[src/eqh_pkg.sv]
package eqh_pkg;

    localparam int MAX_BINS  = 256;
    localparam int BIN_W     = $clog2(MAX_BINS);
    localparam int NB_W      = 9;
    localparam int DATA_W    = 32;
    localparam int QS_W      = 9;
    localparam int PW_W      = 8;
    localparam int CFG_IDX_W = 2;

    localparam logic [CFG_IDX_W-1:0] REG_LOWEST = CFG_IDX_W'(0);
    localparam logic [CFG_IDX_W-1:0] REG_SPAN   = CFG_IDX_W'(1);
    localparam logic [CFG_IDX_W-1:0] REG_BINS   = CFG_IDX_W'(2);
    localparam logic [CFG_IDX_W-1:0] REG_PLOT   = CFG_IDX_W'(3);

    localparam logic [NB_W-1:0] BINS_RESET = NB_W'(256);
    localparam logic [PW_W-1:0] PLOT_RESET = PW_W'(50);

    typedef enum logic [1:0] {
        DIV_IDX   = 2'd0,
        DIV_SCALE = 2'd1,
        DIV_BAR   = 2'd2
    } div_op_t;

    typedef struct packed {
        logic    load_in;
        logic    div_start;
        div_op_t div_op;
        logic    idx_load;
        logic    mem_rd;
        logic    update;
        logic    scale_load;
        logic    out_load;
    } ctrl_cmd_t;

    typedef struct packed {
        logic div_done;
        logic out_free;
    } dp_status_t;

endpackage

[src/eqh_ctrl.sv]
module eqh_ctrl (
    input  logic                 clk,
    input  logic                 rst_n,
    input  logic                 in_valid,
    input  logic                 mode,
    output logic                 in_ready,
    input  eqh_pkg::dp_status_t  status,
    output eqh_pkg::ctrl_cmd_t   cmd
);
    import eqh_pkg::*;

    typedef enum logic [9:0] {
        ST_IDLE        = 10'b0000000001,
        ST_IDX_START   = 10'b0000000010,
        ST_IDX_WAIT    = 10'b0000000100,
        ST_READ        = 10'b0000001000,
        ST_UPDATE      = 10'b0000010000,
        ST_SCALE_START = 10'b0000100000,
        ST_SCALE_WAIT  = 10'b0001000000,
        ST_BAR_START   = 10'b0010000000,
        ST_BAR_WAIT    = 10'b0100000000,
        ST_FINISH      = 10'b1000000000
    } state_t;

    state_t state_reg;
    state_t state_next;

    always_comb
    begin
        cmd        = '0;
        state_next = state_reg;
        case (state_reg)
            ST_IDLE:
            begin
                if (in_valid)
                begin
                    cmd.load_in = 1'b1;
                    state_next  = mode ? ST_READ : ST_IDX_START;
                end
            end
            ST_IDX_START:
            begin
                cmd.div_start = 1'b1;
                cmd.div_op    = DIV_IDX;
                state_next    = ST_IDX_WAIT;
            end
            ST_IDX_WAIT:
            begin
                cmd.div_op = DIV_IDX;
                if (status.div_done)
                begin
                    cmd.idx_load = 1'b1;
                    state_next   = ST_READ;
                end
            end
            ST_READ:
            begin
                cmd.mem_rd = 1'b1;
                state_next = ST_UPDATE;
            end
            ST_UPDATE:
            begin
                cmd.update = 1'b1;
                state_next = ST_SCALE_START;
            end
            ST_SCALE_START:
            begin
                cmd.div_start = 1'b1;
                cmd.div_op    = DIV_SCALE;
                state_next    = ST_SCALE_WAIT;
            end
            ST_SCALE_WAIT:
            begin
                cmd.div_op = DIV_SCALE;
                if (status.div_done)
                begin
                    cmd.scale_load = 1'b1;
                    state_next     = ST_BAR_START;
                end
            end
            ST_BAR_START:
            begin
                cmd.div_start = 1'b1;
                cmd.div_op    = DIV_BAR;
                state_next    = ST_BAR_WAIT;
            end
            ST_BAR_WAIT:
            begin
                cmd.div_op = DIV_BAR;
                if (status.div_done)
                begin
                    state_next = ST_FINISH;
                end
            end
            ST_FINISH:
            begin
                cmd.div_op = DIV_BAR;
                if (status.out_free)
                begin
                    cmd.out_load = 1'b1;
                    state_next   = ST_IDLE;
                end
            end
            default:
            begin
                state_next = ST_IDLE;
            end
        endcase
    end

    always_ff @(posedge clk or negedge rst_n)
    begin
        if (!rst_n)
        begin
            state_reg <= ST_IDLE;
        end
        else
        begin
            state_reg <= state_next;
        end
    end

    assign in_ready = (state_reg == ST_IDLE);

endmodule
[config.mk]
export PLATFORM = sky130hd
export DESIGN_NAME = eqh_ctrl
export DESIGN_NICKNAME = d
export VERILOG_FILES = /design/src/eqh_pkg.sv /design/src/eqh_ctrl.sv
export SDC_FILE = /design/constraint.sdc
export NUM_CORES = 1
export LEC_CHECK = 0
export ABC_AREA = 1
export BUFFER_PORTS_ARGS = -buffer_cell sky130_fd_sc_hd__buf_4
export CAP_MARGIN = 20
export CORE_AREA = 2 2 46 48
export CTS_CLUSTER_DIAMETER = 30
export CTS_CLUSTER_SIZE = 28
export DETAILED_ROUTE_END_ITERATION = 10
export DIE_AREA = 0 0 48 50
export SETUP_SLACK_MARGIN = 0.1
export SLEW_MARGIN = 20
export SYNTH_ARGS = -nofsm -noshare
export SYNTH_HDL_FRONTEND = slang
export SYNTH_SLANG_ARGS = --single-unit
[constraint.sdc]
create_clock -name clk -period 1.81 [get_ports clk]
set_input_delay 0.2715 -clock clk [delete_from_list [all_inputs] [get_ports clk]]
set_output_delay 0.2715 -clock clk [all_outputs]
set_load 0.01 [all_outputs]
==> impl_metrics.tcl, run 1 <==
set metrics [dict create \
    rows 16 \
    skew_ns 0.00174 \
    drtAntennaViolNets 0 \
    setup_tns_ns 0 \
    yosys_warnings 0 \
    multi_input_area_um2 448 \
    synth_nets 112 \
    die_h_um 50 \
    combPwrFrac 0.666 \
    ir_worst_vdd_mv 0.761 \
    num_antenna_cells 0 \
    cts-root-buf "clkbuf_4" \
    antenna_found_initial 0 \
    final_cell_mix "27 x buf_4, 20 x inv_1, 18 x nand2_1, 15 x nor2_1, 9 x dfrtp_1" \
    route.top_layer_used "met4" \
    clock_latency_ns 0.27 \
    largest_reg_flops 10 \
    wl_met3_um 71 \
    start_kind "flop" \
    clkTransAtPathRegs_ns 0.07 \
    seq_area_um2 251 \
    wire_per_inst_um 10.9 \
    ys_types 18 \
    hpwlAfterDp_um 1260 \
    intPower_uw 889 \
    grt_first_pass_wirelength_um 2800 \
    vias_per_cell 4.42 \
    crit_path_cell_trace "nor2_2, nand2_2, inv_2, nand4_1, nand2_1, inv_2, nand2_2, buf_6" \
    io_pins 16 \
    cts_buffers 3 \
    drive_gt1_frac 0.496 \
    area_growth_pct 51.7 \
    cp_data_arrival_time_ns 1.52 \
    cpMaxStageDelayCell "dfrtp_1" \
    worst_pin_slew_ns 0.229 \
    cts_tree "done" \
    drc 0 \
    dpl.cell_count 148 \
    setup_viol 0 \
    cap_violations 0 \
    fmax_mhz 558 \
    path_max_fanout 4 \
    hold_path.class "in -> reg" \
    clockBufferDepth 2 \
    drv_slew 0 \
    final_cells 168 \
    rsz0062_at_grt "true" \
    ys_ff_latch 10 \
    yosysSeqAreaShare 0.343 \
    period_share 0.990 \
    grtUsageTotal 0.161 \
    port_buffers 15 \
    routed_wl_um 1840 \
    htree_num_levels 1 \
    first_pass_iters 4 \
    finalNetCount 148 \
    die_w_um 48 \
    critPathMaxStageDelay_ns 0.42 \
    gp_congestion 0.815 \
    final_cell_area_um2 1110 \
    dieArea_um2 2400 \
    final_common_cell "buf_4" \
    n_fill_cell 184 \
    grt_remaining_overflow 0 \
    p_leak_uw 0.000629 \
    cts_sinks 10 \
    met2_length_um 972 \
    hold_violations 0 \
    routed-via-count 743 \
    start_util 0.386 \
    power_frac_seq 0.205 \
    first_iter_violations 14 \
    synth_cells 106 \
    grt_max_degree 11 \
    placed_cell_area_um2 880 \
    period_minus_slack_ns 1.79 \
    switching_share 0.448 \
    slew_headroom 0.847 \
    core-area_um2 1900 \
    grt_pass1_vias 694 \
    p_sw_uw 721 \
    power_density_nw_per_um2 1450 \
    cp.required_ns 1.54 \
    met1_length_um 773 \
    cp-end-kind "output pin" \
    status "finished clean" \
    power.share.clock 0.129 \
    syn_avg_cell_area_um2 6.92 \
    netlist_area_um2 733 \
    worstSetupPathType "reg -> out" \
]
-- power groups by stage --
| stage | Sequential [uW] | Combinational (uW) | Clock, uW |
|---|---|---|---|
| finish | 330 | 1070 | 207 |
| global route | 335 | 1170 | 221 |
| global placement | 329 | 729 | 0 |
| detailed placement | 330 | 731 | 0 |
| CTS | 317 | 869 | 209 |
| floorplan | 322 | 544 | 0 |
-- area by class of cell --
cell class,instances,share of cell area
sequential,10,0.226
tap,27,0.0304
clock buffer,4,0.0326
timing repair buffer,31,0.222
inverter,25,0.0866
multi-input combinational,71,0.403
-- final timing paths --
| kind | start | slack (ns) | end | cells past startpoint |
|---|---|---|---|---|
| max | state_reg[1] | 0.02 | cmd[6] | 8 |
| min | mode | 0.16 | state_reg[1] | 2 |
| max reg2reg | state_reg[0] | 0.13 | state_reg[0] | 11 |
| min reg2reg | state_reg[9] | 0.62 | state_reg[9] | 2 |
| max in group asynchronous | rst_n | 1.22 | state_reg[0] | 2 |
| min in group asynchronous | rst_n | 0.36 | state_reg[6] | 2 |
-- kinds of logic (layout without fill, tap and decap cells) --
logic type	Yosys count	in the layout	share of synthesized area
flip-flops	10	10	0.343
AND/OR/NAND/NOR	66	66	0.464
buffers and inverters	25	60	0.128
AO/OA/AOI/OAI	5	5	0.0649
-- through the flow --
stage / util / total power [uW] / setup slack, ns / hold slack (ns)
global route: 0.585 / 1730 / -0.116 / 0.149
CTS: 0.526 / 1400 / 0.0907 / 0.160
detailed placement: 0.463 / 1060 / 0.245 / 0.108
floorplan: - / 866 / 0.491 / -0.0241
finish: 0.585 / 1610 / 0.0188 / 0.164
global placement: 0.463 / 1060 / 0.205 / 0.110
-- synthesized netlist by cell type, drive strengths merged --
cell | n | area, um2
nand2 | 28 | 130
nor2 | 27 | 131
inv | 25 | 93.8
dfrtp | 9 | 225
nand3 | 7 | 55.1
o21ai | 4 | 31.3
nor3 | 2 | 10.0
a21oi | 1 | 16.3
dfstp | 1 | 26.3
nand3b | 1 | 7.51
nand4 | 1 | 6.26
-- worst max-delay path: cells and delay by family, from the launching register on --
family	cells	cell delay, ns
AND/OR/NAND/NOR	5	0.60
flip-flops	1	0.42
buffers and inverters	3	0.24
-- per-layer routing --
metal / global-route usage / vias to the layer above
met3: 0.0330 / 6
met5: 0 / -
li1: - / 384
met2: 0.260 / 17
met4: 0.0541 / 0
met1: 0.204 / 336
-- timing repair --
action	in CTS	in global routing
buffers inserted	7	8
setup endpoints to repair	3	10
endpoints found under the hold margin	9	0
pin swaps	2	8
hold buffers	1	0
gates resized for setup	5	19
No activity file was read; power rests on OpenSTA's default activity.
==> inputs of run 2 (changes only) <==
--- a/config.mk
+++ b/config.mk
@@ -13,7 +13,7 @@
 export CTS_CLUSTER_SIZE = 28
 export DETAILED_ROUTE_END_ITERATION = 10
 export DIE_AREA = 0 0 48 50
-export SETUP_SLACK_MARGIN = 0.1
+export PLACE_DENSITY = 0.63
 export SLEW_MARGIN = 20
 export SYNTH_ARGS = -nofsm -noshare
 export SYNTH_HDL_FRONTEND = slang
==> run 2 against run 1 <==
Largest power group unchanged. Worst hold slack lost 0.013 ns. Register-to-register slack better by 0.17 ns. Non-clock buffer count decreased by 10. Combinational power shrank 21%. Maximum frequency increased by 2.1%. Highest routed layer unchanged. Final cell count decreased by 6.0%. First-iteration DRC count unchanged. Critical endpoint unchanged.
==> impl_metrics.tcl, run 2 (same netlist as run 1, synthesis figures left out) <==
set metrics [dict create \
    cp-end-kind "output pin" \
    dieArea_um2 2400 \
    skew_ns 0.0106 \
    grt_remaining_overflow 0 \
    start_kind "flop" \
    vias_per_cell 4.52 \
    place_ws_ns 0.246 \
    ir_worst_vdd_mv 0.730 \
    clkTransAtPathRegs_ns 0.07 \
    drtAntennaViolNets 0 \
    worst_pin_slew_ns 0.226 \
    antenna_found_initial 0 \
    cp_data_arrival_time_ns 1.48 \
    grt_pass1_vias 666 \
    status "finished clean" \
    cp.required_ns 1.54 \
    clockBufferDepth 2 \
    fmax_mhz 570 \
    wire_per_inst_um 10.8 \
    port_buffers 15 \
    io_pins 16 \
    final_cell_area_um2 998 \
    cts_tree "done" \
    setup_viol 0 \
    final_cell_mix "22 x inv_1, 20 x nand2_1, 19 x nor2_1, 19 x buf_4, 8 x dfrtp_1" \
    largest_reg_flops 10 \
    drc 0 \
    period_share 0.969 \
    p_leak_uw 0.000581 \
    hpwlAfterDp_um 1250 \
    first_iter_violations 14 \
    layout_setup_ws_ns 0.0562 \
    cts_buffers 3 \
    finalNetCount 138 \
    final_common_cell "inv_1" \
    first_pass_iters 4 \
    grt_first_pass_wirelength_um 2690 \
    hold_violations 0 \
    path_max_fanout 4 \
    rows 16 \
    min_path_cells 2 \
    routed_wl_um 1700 \
    clock_latency_ns 0.29 \
    cts-root-buf "clkbuf_4" \
    placed_cell_area_um2 880 \
    htree_num_levels 1 \
    period_minus_slack_ns 1.75 \
    die_w_um 48 \
    cts_sinks 10 \
    core-area_um2 1900 \
    start_util 0.386 \
    grtUsageTotal 0.163 \
    routed-via-count 714 \
    area_growth_pct 36.2 \
    slew_headroom 0.849 \
    multi_input_area_um2 418 \
    rsz0062_at_grt "true" \
    setup_tns_ns 0 \
    cap_violations 0 \
    hold_path.class "in -> reg" \
    drv_slew 0 \
    die_h_um 50 \
    gp_congestion 0.801 \
    worstSetupPathType "reg -> out" \
    reg2reg_depth 11 \
    n_fill_cell 198 \
    power_density_nw_per_um2 1400 \
    num_antenna_cells 0 \
    seq_area_um2 253 \
    grt_max_degree 11 \
    drive_gt1_frac 0.397 \
]
## run 2: timing repair
action,in CTS,in global routing
endpoints found under the hold margin,9,0
setup buffers,0,5
hold buffers,1,0
pin swaps,0,3
gates resized for setup,1,10
setup endpoints to repair,1,3
## run 2: worst paths after layout
check,slack [ns],end,start
max,0.06,cmd[6],state_reg[3]
min,0.15,state_reg[1],mode
max reg2reg,0.30,state_reg[0],state_reg[0]
min reg2reg,0.60,state_reg[9],state_reg[9]
max in group asynchronous,1.23,state_reg[0],rst_n
min in group asynchronous,0.34,state_reg[7],rst_n
## run 2: final cells by class
cell class / count / area share
inverter: 25 / 0.0940
timing repair buffer: 21 / 0.164
clock buffer: 4 / 0.0363
tap: 27 / 0.0338
multi-input combinational: 71 / 0.419
sequential: 10 / 0.253
## run 2: worst max-delay path, cell delays in order (launching register included)
cell and delay [ns]:
dfrtp_1 0.42, nor2_4 0.15, nand2_2 0.10, inv_2 0.10, nand4_1 0.14, nand2_1 0.12
inv_2 0.04, nand2_2 0.05, buf_6 0.09
## run 2: metrics by stage
step,utilization,hold WS [ns],cells,power (uW)
4_1_cts,0.488,0.148,153,1280
3_5_place_dp,0.463,0.111,148,1060
3_3_place_gp,0.463,0.110,148,1060
5_1_grt,0.525,0.149,158,1510
2_1_floorplan,-,-0.0241,106,866
6_report,0.525,0.151,158,1390
## run 2: layer usage
metal	track usage	up-vias	wire [um]
met3	0.0330	4	35
met5	0	-	0
met4	0.108	0	48
li1	-	360	-
met2	0.227	9	864
met1	0.217	341	750
## run 2: where the power goes
part / switching, uW / internal, uW / total, uW
sequential: 50.9 / 283 / 334
combinational: 494 / 348 / 843
clock: 94.9 / 123 / 217
==> inputs of run 3 (changes only) <==
--- a/config.mk
+++ b/config.mk
@@ -5,15 +5,16 @@
 export SDC_FILE = /design/constraint.sdc
 export NUM_CORES = 1
 export LEC_CHECK = 0
-export ABC_AREA = 1
 export BUFFER_PORTS_ARGS = -buffer_cell sky130_fd_sc_hd__buf_4
 export CAP_MARGIN = 20
-export CORE_AREA = 2 2 46 48
+export CELL_PAD_IN_SITES_DETAIL_PLACEMENT = 0
+export CELL_PAD_IN_SITES_GLOBAL_PLACEMENT = 1
+export CORE_AREA = 2 2 47 49
 export CTS_CLUSTER_DIAMETER = 30
 export CTS_CLUSTER_SIZE = 28
 export DETAILED_ROUTE_END_ITERATION = 10
-export DIE_AREA = 0 0 48 50
-export PLACE_DENSITY = 0.63
+export DIE_AREA = 0 0 49 51
+export PLACE_DENSITY = 0.76
 export SLEW_MARGIN = 20
 export SYNTH_ARGS = -nofsm -noshare
 export SYNTH_HDL_FRONTEND = slang
==> run 3 against run 2 <==
The run now ends with setup timing left. Synthesized area increased by 0.17%. Sequential power decreased by 13%. Worst setup slack got worse by 0.39 ns. Final cell count decreased by 6.3%. Non-clock buffer count increased by 23. Critical path depth decreased by 4. Combinational power increased by 13%.
==> impl_metrics.tcl, run 3 <==
set metrics [dict create \
    status "complete, but fails checks" \
    violations "setup timing" \
    clkTransAtPathRegs_ns 0.06 \
    critPathMaxStageDelay_ns 0.57 \
    netlist_area_um2 734 \
    combPwrFrac 0.670 \
    hpwlAfterDp_um 1550 \
    start_util 0.356 \
    gp_congestion 0.804 \
    hp-start "mode" \
    n_fill_cell 193 \
    cap_violations 0 \
    setup_viol 15 \
    final_cells 148 \
    routed_wl_um 2390 \
    intPower_uw 860 \
    yosys_warnings 0 \
    drv_slew 0 \
    routed-via-count 794 \
    worstSetupPathType "reg -> out" \
    drc 0 \
    final_common_cell "buf_4" \
    die_w_um 49 \
    crit_path_cell_trace "or4_4, nor3_4, and4b_1, buf_6" \
    dpl.cell_count 134 \
    ir_worst_vdd_mv 0.903 \
    skew_ns 0.00854 \
    reg2reg_to "state_reg[9]" \
    path_max_fanout 5 \
    port_buffers 15 \
    min_path_cells 2 \
    fmax_mhz 468 \
    io_pins 16 \
    power_frac_seq 0.206 \
    r2r_slack_ns -0.12 \
    wire_per_inst_um 16.2 \
    ys_ff_latch 10 \
    cts_tree "done" \
    synth_common_cells "9 x dfrtp_1, 9 x nor2_1, 4 x and4b_1, 4 x buf_2, 4 x nor3_1" \
    power.share.clock 0.123 \
    htree_num_levels 1 \
    drive_gt1_frac 0.550 \
    core-area_um2 2060 \
    cp_data_arrival_time_ns 1.87 \
    finalNetCount 127 \
    synth_top_cell_by_area "dfrtp_1" \
    rsz0062_at_grt "true" \
    yosysSeqAreaShare 0.342 \
    rows 17 \
    cts-root-buf "clkbuf_4" \
    p_leak_uw 0.000571 \
    ys_async_sr_fraction 1.00 \
    synth_top_area_frac 0.307 \
    p_sw_uw 558 \
    worstHoldEndpoint "state_reg[1]" \
    clock_latency_ns 0.28 \
    syn_avg_cell_area_um2 9.30 \
    r2r_start "state_reg[1]" \
    grt_max_degree 11 \
    cts_sinks 10 \
    ys_types 38 \
    largest_reg_flops 10 \
    final_cell_mix "36 x buf_4, 9 x dfrtp_1, 7 x nor2_1, 7 x buf_6, 4 x and4b_1" \
    ys.flop_type "dfrtp_1" \
    switching_share 0.394 \
    clockBufferDepth 2 \
    worst_pin_slew_ns 0.455 \
    final_cell_area_um2 1230 \
    first_pass_iters 4 \
    synth-edff-count 0 \
    start_kind "flop" \
    num_antenna_cells 0 \
    synth_cells 79 \
    dieArea_um2 2500 \
    cp-end-kind "output pin" \
    first_iter_violations 14 \
    cp.required_ns 1.54 \
    reg2reg_depth 6 \
    period_minus_slack_ns 2.14 \
    drtAntennaViolNets 0 \
    slew_headroom 0.689 \
    layout_setup_ws_ns -0.329 \
    final_util 0.594 \
    antenna_found_initial 0 \
    cts_buffers 3 \
    grt_remaining_overflow 0 \
    hold_ws_ns 0.156 \
    synth_nets 85 \
    cpMaxStageDelayCell "or4_4" \
    power_density_nw_per_um2 1160 \
    grtUsageTotal 0.222 \
    grt_first_pass_wirelength_um 4060 \
    vias_per_cell 5.36 \
    synthTopCellsByArea "dfrtp_1 31%, and4b_1 5.5%, nor2_1 4.6%" \
    placed_cell_area_um2 995 \
    hold_violations 0 \
    die_h_um 51 \
    hold_path.class "in -> reg" \
    period_share 1.18 \
    area_growth_pct 67.0 \
    grt_pass1_vias 832 \
]
-- run 3: cell count changes after synthesis, sizes merged, moves of 5 or more --
| cell | previous run | this run |
|---|---|---|
| buf | 0 | 6 |
| inv | 25 | 2 |
| nand2 | 28 | 3 |
| nand3 | 7 | 2 |
| nor2 | 27 | 9 |
-- run 3: how the worst max path moves through the flow --
stage,slack [ns],to,from
4_1_cts,-0.32,cmd[2],state_reg[1]
3_5_place_dp,-0.07,state_reg[0],state_reg[0]
5_1_grt,-0.42,cmd[7],state_reg[1]
2_1_floorplan,-0.02,cmd[1],state_reg[1]
6_report,-0.33,cmd[2],state_reg[1]
3_3_place_gp,-0.03,cmd[1],state_reg[1]
-- run 3: logic make-up (layout without fill, tap and decap cells) --
kind of cell | count (synthesis) | in the layout | synth area share
xor+xnor | 4 | 4 | 0.0477
buf+inv | 9 | 50 | 0.0681
simple gates | 43 | 43 | 0.407
flops | 10 | 10 | 0.342
compound gates | 13 | 13 | 0.135
-- run 3: critical path, delay by kind of cell (launching register included) --
kind                   cells  cell delay (ns)
AND/OR/NAND/NOR            3             1.11
flip-flops                 1             0.38
buffers and inverters      1             0.12
-- run 3: timing repair --
| item | CTS | global route |
|---|---|---|
| hold buffers | 1 | 0 |
| resized for setup | 22 | 3 |
| buffers inserted | 9 | 3 |
| hold endpoints to repair | 9 | 0 |
| pin swaps | 12 | 9 |
| setup endpoints to repair | 14 | 16 |
-- run 3: metrics by stage --
| step | setup TNS (ns) | setup slack, ns | total power [uW] |
|---|---|---|---|
| CTS | -2.45 | -0.324 | 1360 |
| finish | -2.79 | -0.329 | 1420 |
| detailed placement | -0.253 | -0.0746 | 914 |
| global route | -3.97 | -0.425 | 1500 |
| global placement | -0.0796 | -0.0263 | 902 |
| floorplan | -0.0236 | -0.0236 | 632 |
-- run 3: cell type report --
type,instances,area (um2),area share
inverter,2,7.51,0.00612
tap,28,35.0,0.0286
multi-input combinational,60,547,0.446
timing repair buffer,44,359,0.293
clock buffer,4,26.3,0.0214
sequential,10,251,0.205
-- run 3: power groups by stage --
stage | clock network, uW | logic (uW) | registers (uW)
after floorplan | 0 | 337 | 295
after global routing | 188 | 1020 | 294
after CTS | 174 | 901 | 290
after detailed placement | 0 | 621 | 292
final | 175 | 950 | 292
after global placement | 0 | 612 | 290
-- run 3: layer usage --
layer | global-route usage | up-vias | part of all wire
li1 | - | 379 | -
met1 | 0.255 | 388 | 0.42
met2 | 0.388 | 22 | 0.52
met3 | 0.0351 | 5 | 0.044
met4 | 0.138 | 0 | 0.021
met5 | 0 | - | 0
